--- src/rtl/itma_pkg.sv ---
// itma_pkg: widths, codes, constants and shared types for the interval timer
// with windowed mean. No dependencies.
package itma_pkg;

  // field and register widths
  localparam int TS_W      = 64;
  localparam int TPS_W     = 32;
  localparam int WL_W      = 7;
  localparam int SPAN_W    = 31;
  localparam int AVG_W     = 39;
  localparam int SUM_W     = 37;
  localparam int FRAC_BITS = 8;
  localparam int LEN_W     = 8;
  localparam int ADDR_W    = 3;
  localparam int DATA_W    = 32;

  // shared divider
  localparam int DVD_W = 64;
  localparam int DVS_W = 32;
  localparam int PROD_W = 52;

  localparam int DEFAULT_MAX_WINDOW = 64;

  // command codes
  localparam logic [1:0] CMD_START     = 2'd0;
  localparam logic [1:0] CMD_STOP      = 2'd1;
  localparam logic [1:0] CMD_RESET_ALL = 2'd2;
  localparam logic [1:0] CMD_RESET_RUN = 2'd3;

  // register index (paddr[2])
  localparam logic REG_TPS = 1'b0;
  localparam logic REG_WL  = 1'b1;

  localparam logic [TPS_W-1:0]  TPS_RESET      = 32'd10000000;
  localparam logic [WL_W-1:0]   WL_RESET       = 7'd10;
  localparam logic [LEN_W-1:0]  DEFAULT_WINDOW = 8'd10;

  localparam logic [19:0]       US_PER_S  = 20'd1000000;
  localparam logic [SPAN_W-1:0] SPAN_MAX  = {SPAN_W{1'b1}};
  localparam logic [AVG_W-1:0]  AVG_MAX   = {AVG_W{1'b1}};
  // largest whole second count that cannot saturate on its own
  localparam int                WHOLE_MAX = 2147;
  localparam int                WHOLE_W   = 12;

  typedef struct packed {
    logic clear;
    logic shift;
  } cell_ctrl_t;

endpackage

--- src/rtl/itma_cell.sv ---
// itma_cell: one entry of the span history ring.
// Depends on itma_pkg.
module itma_cell import itma_pkg::*; (
  input  logic              clk,
  input  logic              rst,
  input  cell_ctrl_t        ctrl,
  input  logic [SPAN_W-1:0] nbr,
  output logic [SPAN_W-1:0] value
);

  always_ff @(posedge clk) begin
    if (rst || ctrl.clear) begin
      value <= '0;
    end else if (ctrl.shift) begin
      value <= nbr;
    end
  end

endmodule

--- config.mk ---
export PLATFORM = sky130hd
export DESIGN_NAME = itma_cell
export DESIGN_NICKNAME = d
export VERILOG_FILES = /design/src/rtl/itma_pkg.sv /design/src/rtl/itma_cell.sv
export SDC_FILE = /design/constraint.sdc
export NUM_CORES = 1
export LEC_CHECK = 0
export ABC_CLOCK_PERIOD_IN_PS = 2100
export BUFFER_PORTS_ARGS = -buffer_cell sky130_fd_sc_hd__buf_2
export CELL_PAD_IN_SITES_DETAIL_PLACEMENT = 1
export CELL_PAD_IN_SITES_GLOBAL_PLACEMENT = 1
export CORE_ASPECT_RATIO = 1.2
export CORE_MARGIN = 2
export CORE_UTILIZATION = 33
export DETAILED_ROUTE_END_ITERATION = 10
export PLACE_DENSITY = 0.88
export SKIP_LAST_GASP = 1
export SYNTH_ARGS = -nofsm -noshare
export SYNTH_HDL_FRONTEND = slang
export SYNTH_SLANG_ARGS = --single-unit
--- constraint.sdc ---
create_clock -name clk -period 2.1 [get_ports clk]
set_input_delay 0.21 -clock clk [delete_from_list [all_inputs] [get_ports clk]]
set_output_delay 0.21 -clock clk [all_outputs]
set_load 0.03 [all_outputs]
; After elaboration in Yosys (flattened, before gate mapping)
; Cells that the tools add are included.
; W data, S select, Z words.
[totals]
regBits = 31
input_bits = 35
out_inout_bits = 31
word_cells = 2
[classes]
n_reduce_logical = 1
[op_table]
columns = op, n
row1 = $logic_or A1 B1 Y1, 1

; Depth between registers and ports, before layout
[depth]
word_depth = 1
mapped_depth = 4
mapped_depth_nobuf = 2

; Worst setup path before layout
; No wires, ideal clock.
[synth_timing]
path_type = input port to flip-flop
start = input ctrl[1] (netlist bit)
end = register value[0]
setup_ps = 65
t_arrival_ps = 754
required_ps = 2035
slack_ps = 1281
stages = 4
n_path_buf = 2
path_cell_list = or2_1 buf_6 buf_6 nor2_1
[synth_via]
elab_chain_cells = 1
[synth_rtl]
columns = item, line
row1 = start: declaration, itma_cell.sv:6  ; input cell_ctrl_t ctrl,
row2 = $logic_or A1 B1 Y1, itma_cell.sv:12  ; if (rst || ctrl.clear) begin
row3 = end signal: assignment, itma_cell.sv:15  ; value <= nbr;
row4 = end: declaration, itma_cell.sv:8  ; output logic [SPAN_W-1:0] value
; No other way between the ends.
; A chain may end at the register's enable or synchronous reset.

; Worst setup path after layout
[layout_timing]
start = input ctrl[1] (netlist bit)
end = register value[7]
; Same word-level chain as after synthesis.

==> run summary <==
For the worst-skew pair, the clock arrives at the later sink with an insertion delay of 270 ps. The final setup skew is 0 ps, and the number of buffers added to fix hold violations after cts is 0. Per report_power, the combinational group accounts for 12.7% of the total.

The flow ran to the end, and the final reports show no timing, DRC or antenna violations. The final number of max-transition violations was 0; the post-synthesis cell type count was 6. The run gives 2210 ps as the data required time at the worst endpoint. The setup slack on the worst flop-to-flop path was 1410 ps; the area growth from synthesis to layout was 35.6%.

The overall die area came out at 3940 um2. The logs give 18 for the first-iteration detailed-routing DRC count and 66 for the number of primary I/O pins. The number of setup buffers added after CTS is 0.

Counting instances, the worst hold path has a depth of 3. The count of instances resized after the clock tree is built was 0. Summing the sequential cell areas from Yosys gives 54.4% of the chip area. Beginning of the worst register-to-register path: value[25]$_SDFFE_PP0P_. Residual antenna-violating net count after detailed routing: 0. Register name with the most flops: value. The total wire length after detailed routing came out at 2730 um. In this run, the clock network consumes 38.9% of the power. The largest registers in the layout are value: 31 flops.

The layout filler cell count was 413; the ratio of routed vias to standard cells was 4.69. In this run the number of H-tree levels came out at 2. Clock tree synthesis inserted a total of 5 buffers. In the routed design, unresolved DRC markers number 0. The synthesis-stage register bit count was 31; the hold violation total from the final report was 0. Average wire per standard cell: 13.3 um. After technology mapping, the gate count stands at 102. The die boundary width works out to 57.7 um. The highest achievable clock rate is 954 MHz, and the number of setup violations in the final report is 0.

The tools report the kind of end point of the critical path as a register. The total iterations of the first detailed-routing run was 2. The shortest period the worst path allows is 1050 ps, and the worst-case clock buffer depth is 2.

The antenna diode instance count is 0. The worst min-delay path startpoint was nbr[26]. The tools report the effective utilization at floorplan as 34.4%. Multiplexer cells account for 27.2% of the synthesized area. The final cycle utilization of the critical path works out to 49.9%. The net count after synthesis came out at 137.

For this run, the leading register cell type out of synthesis is sky130_fd_sc_hd__dfxtp_1. The number of flops mapped to enable cells by yosys was 0. The analysis attributes to net switching a power of 301 uW. For this run, asynchronously set or reset flops after synthesis account for 0%.

The tool flagged a number of max-cap violations equal to 0. The worst hold path belongs to the class input port to register. Most area-hungry cell type in the Yosys netlist: sky130_fd_sc_hd__dfxtp_1.

For the pin with the worst max-slew slack, the measured transition is 975 ps. Setup repair after global routing left no endpoint under its margin. The run gives 0.000837 uW as the total leakage power. The sequential fraction of design power came out at 48.4%. Of the total power, the share spent switching nets is 23.6%. After synthesis, the largest family of logic cells by area is multiplexers.

The warning count from the yosys run was 0; the power density over cell area was 826 nW/um2. Data on the critical path arrives at its endpoint at 1160 ps. The count of cells in the finished layout, fillers not included, comes to 205. Cells with a size suffix above 1 make up 43.5% of the layout. The tools report the via count of the first global-routing pass as 963. For this run, the total global-route usage over all layers was measured as 14.2%. The tools report the leftover overflow at the end of global routing as 0. Count of standard-cell rows: 23. Ranked by instance count, the synthesized netlist is headed by 31 x sky130_fd_sc_hd__dfxtp_1, 31 x sky130_fd_sc_hd__mux2i_1, 31 x sky130_fd_sc_hd__nor2_1. Measured against its own limit, the worst slew margin works out to 35.0%. Of the total synthesized cell area, the portion taken by full adders, half adders and majority gates is 0%.

The global-route wire length before repair is 4130 um. The die outline height is 68.4 um, and the simple-gate share of the synthesized area is 10.8%. Counting every sink on the clock net gives 31.

The final setup TNS is 0 ps, and the number of flip-flops in the largest register is 31. The synthesized netlist devotes 0% of its cell area to compound gates. Entering global routing, the biggest net connects 32 pins.

The count of input and output buffers was 65. The tools report the destination of the worst hold path as value[26]$_SDFFE_PP0P_. The xor and xnor fraction of the mapped netlist area was 0%; the count of placed standard cells including taps was 197. Across the VDD grid, the largest voltage drop is 0.429 mV.

TritonCTS built the clock tree. The worst register-to-register path ends at value[25]$_SDFFE_PP0P_. For this run, the post-layout net count is 202. The CTS clock-pin slew for the worst setup and hold paths is 60 ps. The worst setup path is launched from an input port. The HPWL reported at the end of detailed placement is 2170 um.

At the end of routability-driven placement, the weighted congestion stood at 0.640. After synthesis, the cell types taking the most area are sky130_fd_sc_hd__dfxtp_1 54%, sky130_fd_sc_hd__mux2i_1 27%, sky130_fd_sc_hd__nor2_1 10%, sky130_fd_sc_hd__buf_6 6.9%, sky130_fd_sc_hd__buf_4 0.66%. The tools report the root buffer selected by CTS as sky130_fd_sc_hd__clkbuf_8. The post-synthesis area per instance is 11.2 um2. Critical path class: input port to register. The internal power of the cells totals 975 uW. The initial antenna violation count is 0, and the biggest fanout along the worst timing path is 31.

The area of the core is 3310 um2, and the fraction of post-synthesis cell area in the top cell type by area is 54.4%. Logic depth of the worst register-to-register path: 2. Combined area of all synthesized cells: 1140 um2. The routed layout has 962 vias.
-- how the worst max path moves through the flow --
| stage | end | start | slack [ps] | cells after the start |
|---|---|---|---|---|
| 6_report | value[7]$_SDFFE_PP0P_ | ctrl[1] | 1050 | 3 |
| 2_1_floorplan | value[0]$_SDFFE_PP0P_ | ctrl[1] | 1280 | 4 |
| 5_1_grt | value[7]$_SDFFE_PP0P_ | ctrl[1] | 900 | 3 |
| 3_5_place_dp | value[7]$_SDFFE_PP0P_ | ctrl[1] | 710 | 3 |
| 4_1_cts | value[7]$_SDFFE_PP0P_ | ctrl[1] | 1010 | 3 |
| 3_3_place_gp | value[2]$_SDFFE_PP0P_ | rst | 840 | 3 |
-- per-layer routing --
metal	vias to the layer above	GRT usage [%]	share of wire (%)
met5	-	0	0
met4	0	5.23	0.99
met3	5	5.10	6.8
met2	39	27.0	57
met1	457	14.0	35
li1	461	-	-
-- stage by stage --
| stage | total power (uW) | utilization (%) | setup slack [ps] | hold slack, ps | area, um2 |
|---|---|---|---|---|---|
| after global placement | 787 | 43.7 | 835 | 444 | 1450 |
| after global routing | 1340 | 46.7 | 903 | 177 | 1550 |
| after floorplan | 743 | - | 1280 | 357 | 1140 |
| after detailed placement | 796 | 43.7 | 710 | 457 | 1450 |
| final | 1280 | 46.7 | 1050 | 176 | 1550 |
| after CTS | 1300 | 46.7 | 1010 | 172 | 1550 |
-- worst max-delay path, stage by stage --
cell and delay (ps):
sky130_fd_sc_hd__buf_2 70, sky130_fd_sc_hd__or2_1 730, sky130_fd_sc_hd__nor2_1 140
-- layout make-up --
cell class                 count  area, um2  share of cell area [%]
clock buffer                   8        100                    6.48
sequential                    31        621                    40.2
multi-input combinational     63        433                    28.0
timing repair buffer          66        345                    22.3
tap                           37       46.3                    3.00
-- cell usage in the layout (no fill, tap or decap), drive strengths merged --
master and instances:
clkbuf 8, nor2 31, mux2i 31, dfxtp 31, buf 66, or2 1
-- power groups by stage --
stage / sequential (uW) / combinational (uW) / clock, uW
finish: 617 / 162 / 497
global route: 619 / 175 / 545
CTS: 618 / 166 / 515
detailed placement: 630 / 166 / 0
global placement: 629 / 158 / 0
floorplan: 668 / 74.5 / 0
-- cells by family (layout without fill, tap and decap cells) --
logic type / Yosys count / after routing
mux: 31 / 31
flops: 31 / 31
simple gates: 32 / 32
buf+inv: 8 / 74
Note: power is estimated with default switching activity, not from simulation.
