==> src/rtl/itma_pkg.sv <==
// itma_pkg: widths, codes, constants and shared types for the interval timer
// with windowed mean. No dependencies.
package itma_pkg;

  // field and register widths
  localparam int TS_W      = 64;
  localparam int TPS_W     = 32;
  localparam int WL_W      = 7;
  localparam int SPAN_W    = 31;
  localparam int AVG_W     = 39;
  localparam int SUM_W     = 37;
  localparam int FRAC_BITS = 8;
  localparam int LEN_W     = 8;
  localparam int ADDR_W    = 3;
  localparam int DATA_W    = 32;

  // shared divider
  localparam int DVD_W = 64;
  localparam int DVS_W = 32;
  localparam int PROD_W = 52;

  localparam int DEFAULT_MAX_WINDOW = 64;

  // command codes
  localparam logic [1:0] CMD_START     = 2'd0;
  localparam logic [1:0] CMD_STOP      = 2'd1;
  localparam logic [1:0] CMD_RESET_ALL = 2'd2;
  localparam logic [1:0] CMD_RESET_RUN = 2'd3;

  // register index (paddr[2])
  localparam logic REG_TPS = 1'b0;
  localparam logic REG_WL  = 1'b1;

  localparam logic [TPS_W-1:0]  TPS_RESET      = 32'd10000000;
  localparam logic [WL_W-1:0]   WL_RESET       = 7'd10;
  localparam logic [LEN_W-1:0]  DEFAULT_WINDOW = 8'd10;

  localparam logic [19:0]       US_PER_S  = 20'd1000000;
  localparam logic [SPAN_W-1:0] SPAN_MAX  = {SPAN_W{1'b1}};
  localparam logic [AVG_W-1:0]  AVG_MAX   = {AVG_W{1'b1}};
  // largest whole second count that cannot saturate on its own
  localparam int                WHOLE_MAX = 2147;
  localparam int                WHOLE_W   = 12;

  typedef struct packed {
    logic clear;
    logic shift;
  } cell_ctrl_t;

endpackage

==> src/rtl/itma_div.sv <==
// itma_div: restoring divider, one quotient bit per cycle.
// Depends on itma_pkg.
module itma_div import itma_pkg::*; (
  input  logic             clk,
  input  logic             rst,
  input  logic             start,
  input  logic [DVD_W-1:0] dividend,
  input  logic [DVS_W-1:0] divisor,
  output logic             busy,
  output logic             done,
  output logic [DVD_W-1:0] quotient,
  output logic [DVS_W-1:0] remainder
);

  localparam int CNT_W = $clog2(DVD_W);

  logic [DVS_W-1:0] dvs;
  logic [CNT_W-1:0] cnt;
  logic [DVS_W:0]   trial;
  logic [DVS_W+1:0] diff;

  assign trial = {remainder, quotient[DVD_W-1]};
  assign diff  = {1'b0, trial} - {2'b00, dvs};

  always_ff @(posedge clk) begin
    if (rst) begin
      busy <= 1'b0;
      done <= 1'b0;
      cnt  <= '0;
    end else begin
      done <= 1'b0;
      if (start) begin
        busy <= 1'b1;
        cnt  <= '0;
      end else if (busy) begin
        cnt <= cnt + 1'b1;
        if (cnt == CNT_W'(DVD_W - 1)) begin
          busy <= 1'b0;
          done <= 1'b1;
        end
      end
    end
  end

  always_ff @(posedge clk) begin
    if (start) begin
      dvs       <= divisor;
      remainder <= '0;
      quotient  <= dividend;
    end else if (busy) begin
      if (!diff[DVS_W+1]) begin
        remainder <= diff[DVS_W-1:0];
        quotient  <= {quotient[DVD_W-2:0], 1'b1};
      end else begin
        remainder <= trial[DVS_W-1:0];
        quotient  <= {quotient[DVD_W-2:0], 1'b0};
      end
    end
  end

endmodule

==> config.mk <==
export PLATFORM = sky130hd
export DESIGN_NAME = itma_div
export DESIGN_NICKNAME = d
export VERILOG_FILES = /design/src/rtl/itma_pkg.sv /design/src/rtl/itma_div.sv
export SDC_FILE = /design/constraint.sdc
export NUM_CORES = 1
export LEC_CHECK = 0
export ABC_AREA = 1
export BUFFER_PORTS_ARGS = -buffer_cell sky130_fd_sc_hd__buf_2
export CAP_MARGIN = 30
export CORE_MARGIN = 4
export CORE_UTILIZATION = 55
export DETAILED_ROUTE_END_ITERATION = 7
export HOLD_SLACK_MARGIN = 0.1
export PLACE_DENSITY = 0.84
export SLEW_MARGIN = 20
export SYNTH_ARGS = -nofsm -noshare
export SYNTH_HDL_FRONTEND = slang
export SYNTH_SLANG_ARGS = --single-unit
==> constraint.sdc <==
create_clock -name clk -period 3.7 [get_ports clk]
set_input_delay 0.37 -clock clk [delete_from_list [all_inputs] [get_ports clk]]
set_output_delay 0.37 -clock clk [all_outputs]
set_load 0.005 [all_outputs]
Word level (Yosys, flattened, before mapping)

Cells that the tools add are included.

Logic and storage cells: 21
Bits in registers: 136
Output and inout port bits: 98
Input port bits: 99

Add/subtract/negate cells: 2
Eq/ne operators: 1
Reduce and logical (&&, ||, !) cells: 3
Mux-type cells: 8
Bitwise logic cells: 1

Operators with widths:

| kind                | number |
|---|---|
| $mux 64             | 2 |
| $sub 33x32->34      | 1 |
| $mux 32             | 1 |
| $add 6x1->6 const B | 1 |
| $eq 6x6->1 const B  | 1 |
| $mux 1              | 5 |
| $reduce_or 3->1     | 1 |
| $reduce_bool 2->1   | 1 |
| $reduce_or 2->1     | 1 |
| $not 1->1           | 1 |

Depth between registers and ports, before layout

Depth in word-level cells: 4
Mapped depth: 17

Worst setup path before layout

OpenSTA, ideal clock, no wires.

Path type: register to register
From: reg busy
To: reg quotient[0] (enable)
Data required time: 3.246 ns
Path slack: 0.659 ns
Period minus slack after synthesis: 3.041 ns
Arrival: 2.587 ns
Library setup time: 0.454 ns
Cell stages (with the launch flop): 4
Path through: dfxtp_1 > nor2_1 > inv_1 > clkbuf_1

Longest elaborated chain between the ends: 1

Ends and longest elaborated chain:

| what                               | RTL line       | RTL |
|---|---|---|
| start, declared                    | itma_div.sv:9  | `output logic busy,` |
| start signal, assigned             | itma_div.sv:27 | `busy <= 1'b0;` |
| start signal, assigned             | itma_div.sv:33 | `busy <= 1'b1;` |
| start signal, assigned             | itma_div.sv:38 | `busy <= 1'b0;` |
| $reduce_bool 2->1 (no source line) | --             |  |
| end signal, assigned               | itma_div.sv:49 | `quotient <= dividend;` |
| end signal, assigned               | itma_div.sv:53 | `quotient <= {quotient[DVD_W-2:0], 1'b1};` |
| end signal, assigned               | itma_div.sv:56 | `quotient <= {quotient[DVD_W-2:0], 1'b0};` |
| end, declared                      | itma_div.sv:11 | `output logic [DVD_W-1:0] quotient,` |

No other way between the ends.
A chain may end at the register's enable or synchronous reset.

Final worst setup path

From: reg dvs[8]
To: reg remainder[9]

Longest elaborated chain between the ends: 2

Ends and longest elaborated chain:

| what                   | RTL line       | RTL |
|---|---|---|
| start, declared        | itma_div.sv:17 | `logic [DVS_W-1:0] dvs;` |
| start signal, assigned | itma_div.sv:47 | `dvs <= divisor;` |
| $sub 33x32->34         | itma_div.sv:23 | `assign diff = {1'b0, trial} - {2'b00, dvs};` |
| $mux 32                | itma_div.sv:51 | `if (!diff[DVS_W+1]) begin` |
| end signal, assigned   | itma_div.sv:52 | `remainder <= diff[DVS_W-1:0];` |
| end signal, assigned   | itma_div.sv:55 | `remainder <= trial[DVS_W-1:0];` |
| end, declared          | itma_div.sv:12 | `output logic [DVS_W-1:0] remainder` |

No other way between the ends.

==> flow_summary.json <==
{
  "run_status": "complete, no violations",
  "asr_flop_ratio_synth_pct": 0,
  "grt_pass1_wl_um": 35600,
  "critical_path_arrival_ns": 2.85,
  "final.setup.tns_ns": 0,
  "p_seq_share_pct": 46.5,
  "first_iter_violations": 521,
  "fin_skew_ns": 0.0108,
  "final-max-slew-violation-count": 0,
  "dpl.hpwl_um": 16900,
  "synth_largest_type_area_fraction_pct": 35.0,
  "setup_viol": 0,
  "timing.critical_path.fanout_max": 35,
  "sw_share_pct": 26.2,
  "grtUsageTotal_pct": 26.6,
  "max-vdd-ir-drop_mv": 0.317,
  "r2r_end": "remainder[9]",
  "max-clock-path-buffers": 2,
  "synthesis.yosys.warnings": 0,
  "diodes": 0,
  "switchingPower_w": 0.00102,
  "area_growth_pct": 20.4,
  "hold_path_end": "dvs[17]",
  "synthDominantAreaCellType": "sky130_fd_sc_hd__edfxtp_1",
  "ant_nets": 0,
  "cts_resized": 0,
  "synth_most_common_cell": "sky130_fd_sc_hd__nand2_1",
  "post_synth.cell_area_avg_um2": 7.26,
  "min_period_ns": 2.49,
  "worst_slew_pin_slew_ns": 0.637,
  "h-tree-depth": 4,
  "slew_headroom_pct": 57.5,
  "r2r_setup_slack_ns": 1.21,
  "cts.sinks": 136,
  "fraction_of_final_layout_cells_sized_beyond_drive_strength_1_pct": 19.7,
  "clock_pin_slew_of_the_registers_on_the_worst_case_setup_and_hold_paths_ns": 0.06,
  "synth_nets": 1268,
  "cts_root_buf": "sky130_fd_sc_hd__clkbuf_16",
  "cpLargestDelayFamily": "simple AND/OR/NAND/NOR gates",
  "floorplan.initialDensity_pct": 56.5,
  "wl_per_cell_um": 14.5,
  "tritoncts": "built",
  "leakage_nw": 5.43,
  "post_drt_via_cell_ratio": 5.11,
  "period_share_pct": 67.3,
  "synth.lib_cells_used.distinct": 39,
  "cp_data_required_time_ns": 4.06,
  "rr_startpoint": "dvs[8]",
  "grt_antenna_before_repair": 1,
  "detail_route.wirelength_um": 22200,
  "row_count": 44,
  "worst-setup-path-type": "register to register",
  "worstPathCellList": "inv_1 -> ha_1 -> nand2_2 -> inv_1 -> nand2_1 -> nand2_1 -> inv_2 -> nand3_2 -> nand2_2 -> nand2_2 -> nand2_4 -> nand2_4 -> nand2_1 -> nand3_1 -> o21ai_1",
  "grt.overflow.total": 0,
  "synthesis.area_um2": 8240,
  "hold_violations": 0,
  "post-route-drc-count": 0,
  "p_int_w": 0.00288,
  "comb_power_share_pct": 11.8,
  "rr_worst_depth": 15,
  "dieWidth_um": 130,
  "max_freq_ghz": 0.401,
  "post_synth_inst_count": 1135,
  "grt_start_max_net_pins": 63,
  "grt_pass1_vias": 7385,
  "design.final.nets": 1460,
  "path_depth": 15,
  "maxCapViolCount": 0,
  "gp_congestion": 0.953,
  "post_cts_buffers": 0,
  "top_cells_by_count_synth": "sky130_fd_sc_hd__nand2_1, sky130_fd_sc_hd__inv_1, sky130_fd_sc_hd__edfxtp_1",
  "floorplan.die.height_um": 130,
  "placed_standard_cell_area_um2": 9370,
  "min_delay_path_depth": 1,
  "hp-start": "divisor[17]",
  "cts_made_buffers": 17,
  "drt_pre_antenna_iters": 5,
  "critical_path.slowest_cell": "sky130_fd_sc_hd__edfxtp_1",
  "postSynthRegisterBits": 136,
  "n_fill_cell": 1247,
  "multi_input_gate_area_um2": 3700,
  "share_clk_of_total_power_pct": 41.7,
  "summed_area_of_non_filler_cells_in_the_final_layout_um2": 9920,
  "kind_of_capture_point_of_the_worst_setup_path": "register",
  "holdCritPathClass": "input port to register",
  "synth-seq-area-share_pct": 44.7,
  "ys.flop_type": "sky130_fd_sc_hd__edfxtp_1",
  "core-area_um2": 14600,
  "synth_top_cells_by_area": "sky130_fd_sc_hd__edfxtp_1, sky130_fd_sc_hd__nand2_1, sky130_fd_sc_hd__dfxtp_1",
  "register_area_um2": 3680,
  "power-per-cell-area_nw_per_um2": 393,
  "crit_path_start_kind": "register",
  "die_area_um2": 17000,
  "grt_setup_unrepaired": "false",
  "number_of_enable_type_register_cells_in_the_synthesized_netlist": 96,
  "io_pins": 197,
  "clock_latency_ns": 0.42,
  "cts-hold-fix-buffers": 0,
  "numPortBuffers": 196,
  "critPathBufInv": 3,
  "detailroute.via_count": 7793,
  "worst_path_largest_cell_delay_ns": 0.36
}
==> worst register-to-register path, stage by stage (launching register included) <==
cell and delay, ns:
sky130_fd_sc_hd__edfxtp_1 0.36, sky130_fd_sc_hd__inv_1 0.08, sky130_fd_sc_hd__ha_1 0.28, sky130_fd_sc_hd__nand2_2 0.14
sky130_fd_sc_hd__inv_1 0.05, sky130_fd_sc_hd__nand2_1 0.05, sky130_fd_sc_hd__nand2_1 0.08, sky130_fd_sc_hd__inv_2 0.06
sky130_fd_sc_hd__nand3_2 0.11, sky130_fd_sc_hd__nand2_2 0.10, sky130_fd_sc_hd__nand2_2 0.07, sky130_fd_sc_hd__nand2_4 0.34
sky130_fd_sc_hd__nand2_4 0.35, sky130_fd_sc_hd__nand2_1 0.17, sky130_fd_sc_hd__nand3_1 0.09, sky130_fd_sc_hd__o21ai_1 0.09
==> registers in the layout (all words and copies together), names as in the netlist <==
signal and count:
quotient 64, dvs 32, remainder 32, cnt 6, busy 1, done 1
==> how the worst max path moves through the flow <==
stage / slack, ns / endpoint / from
floorplan: 0.66 / quotient[0] / busy
global placement: 1.30 / remainder[27] / dvs[18]
detailed placement: 1.22 / remainder[9] / dvs[8]
CTS: 1.20 / remainder[9] / dvs[8]
global route: 0.95 / remainder[9] / dvs[8]
finish: 1.21 / remainder[9] / dvs[8]
==> layout make-up <==
cell class                 instances  share of cell area (%)
tap                              184                    2.32
clock inverter                    11                    1.14
timing repair buffer             202                    10.6
inverter                         185                    7.00
clock buffer                      21                    4.44
multi-input combinational        785                    37.3
sequential                       136                    37.1
==> power groups by stage <==
stage	Clock [W]	Combinational, W	Sequential (W)
floorplan	0	0.000241	0.00184
global placement	0	0.000448	0.00184
detailed placement	0	0.000462	0.00184
CTS	0.00164	0.000462	0.00181
global route	0.00171	0.000519	0.00182
finish	0.00163	0.000460	0.00181
==> cell usage in the layout, fill, tap and decap left out, types with 5 or more instances in the layout <==
| cell | n |
|---|---|
| sky130_fd_sc_hd__inv_1 | 172 |
| sky130_fd_sc_hd__nor2_1 | 47 |
| sky130_fd_sc_hd__o21ai_1 | 12 |
| sky130_fd_sc_hd__nand2_1 | 502 |
| sky130_fd_sc_hd__dfxtp_1 | 40 |
| sky130_fd_sc_hd__nand2_2 | 9 |
| sky130_fd_sc_hd__nand4_1 | 8 |
| sky130_fd_sc_hd__clkbuf_16 | 17 |
| sky130_fd_sc_hd__xnor2_1 | 12 |
| sky130_fd_sc_hd__nand3b_1 | 11 |
| sky130_fd_sc_hd__nor3_1 | 8 |
| sky130_fd_sc_hd__inv_2 | 9 |
| sky130_fd_sc_hd__edfxtp_1 | 96 |
| sky130_fd_sc_hd__buf_4 | 5 |
| sky130_fd_sc_hd__buf_2 | 195 |
| sky130_fd_sc_hd__nand3_1 | 89 |
| sky130_fd_sc_hd__ha_1 | 33 |
| sky130_fd_sc_hd__a21oi_1 | 22 |
==> through the flow <==
step / setup slack, ns / cells / util (%) / power [W] / hold slack, ns
after global routing: 0.955 / 1524 / 68.0 / 0.00406 / 0.106
final: 1.21 / 1524 / 68.0 / 0.00390 / 0.118
after CTS: 1.20 / 1524 / 68.0 / 0.00391 / 0.110
after detailed placement: 1.22 / 1492 / 64.2 / 0.00230 / 0.481
after floorplan: 0.659 / 1135 / - / 0.00208 / 0.454
after global placement: 1.30 / 1491 / 64.1 / 0.00229 / 0.472
==> kinds of logic after synthesis <==
logic type | after synthesis | share of synthesized area, %
AND/OR/NAND/NOR | 691 | 35.1
buffers and inverters | 214 | 10.4
flip-flops | 136 | 44.7
AO/OA/AOI/OAI | 46 | 3.13
adder cells (fa/ha/maj) | 34 | 5.25
XOR/XNOR | 14 | 1.49
==> routing by layer <==
layer / up-vias / GRT usage (%) / part of all wire (%)
met5: - / 0 / 0.032
met4: 2 / 8.23 / 2.4
met3: 42 / 7.07 / 7.7
met2: 312 / 45.4 / 49
met1: 3525 / 33.1 / 41
li1: 3912 / - / -
Power figures use the tool's default switching activity.
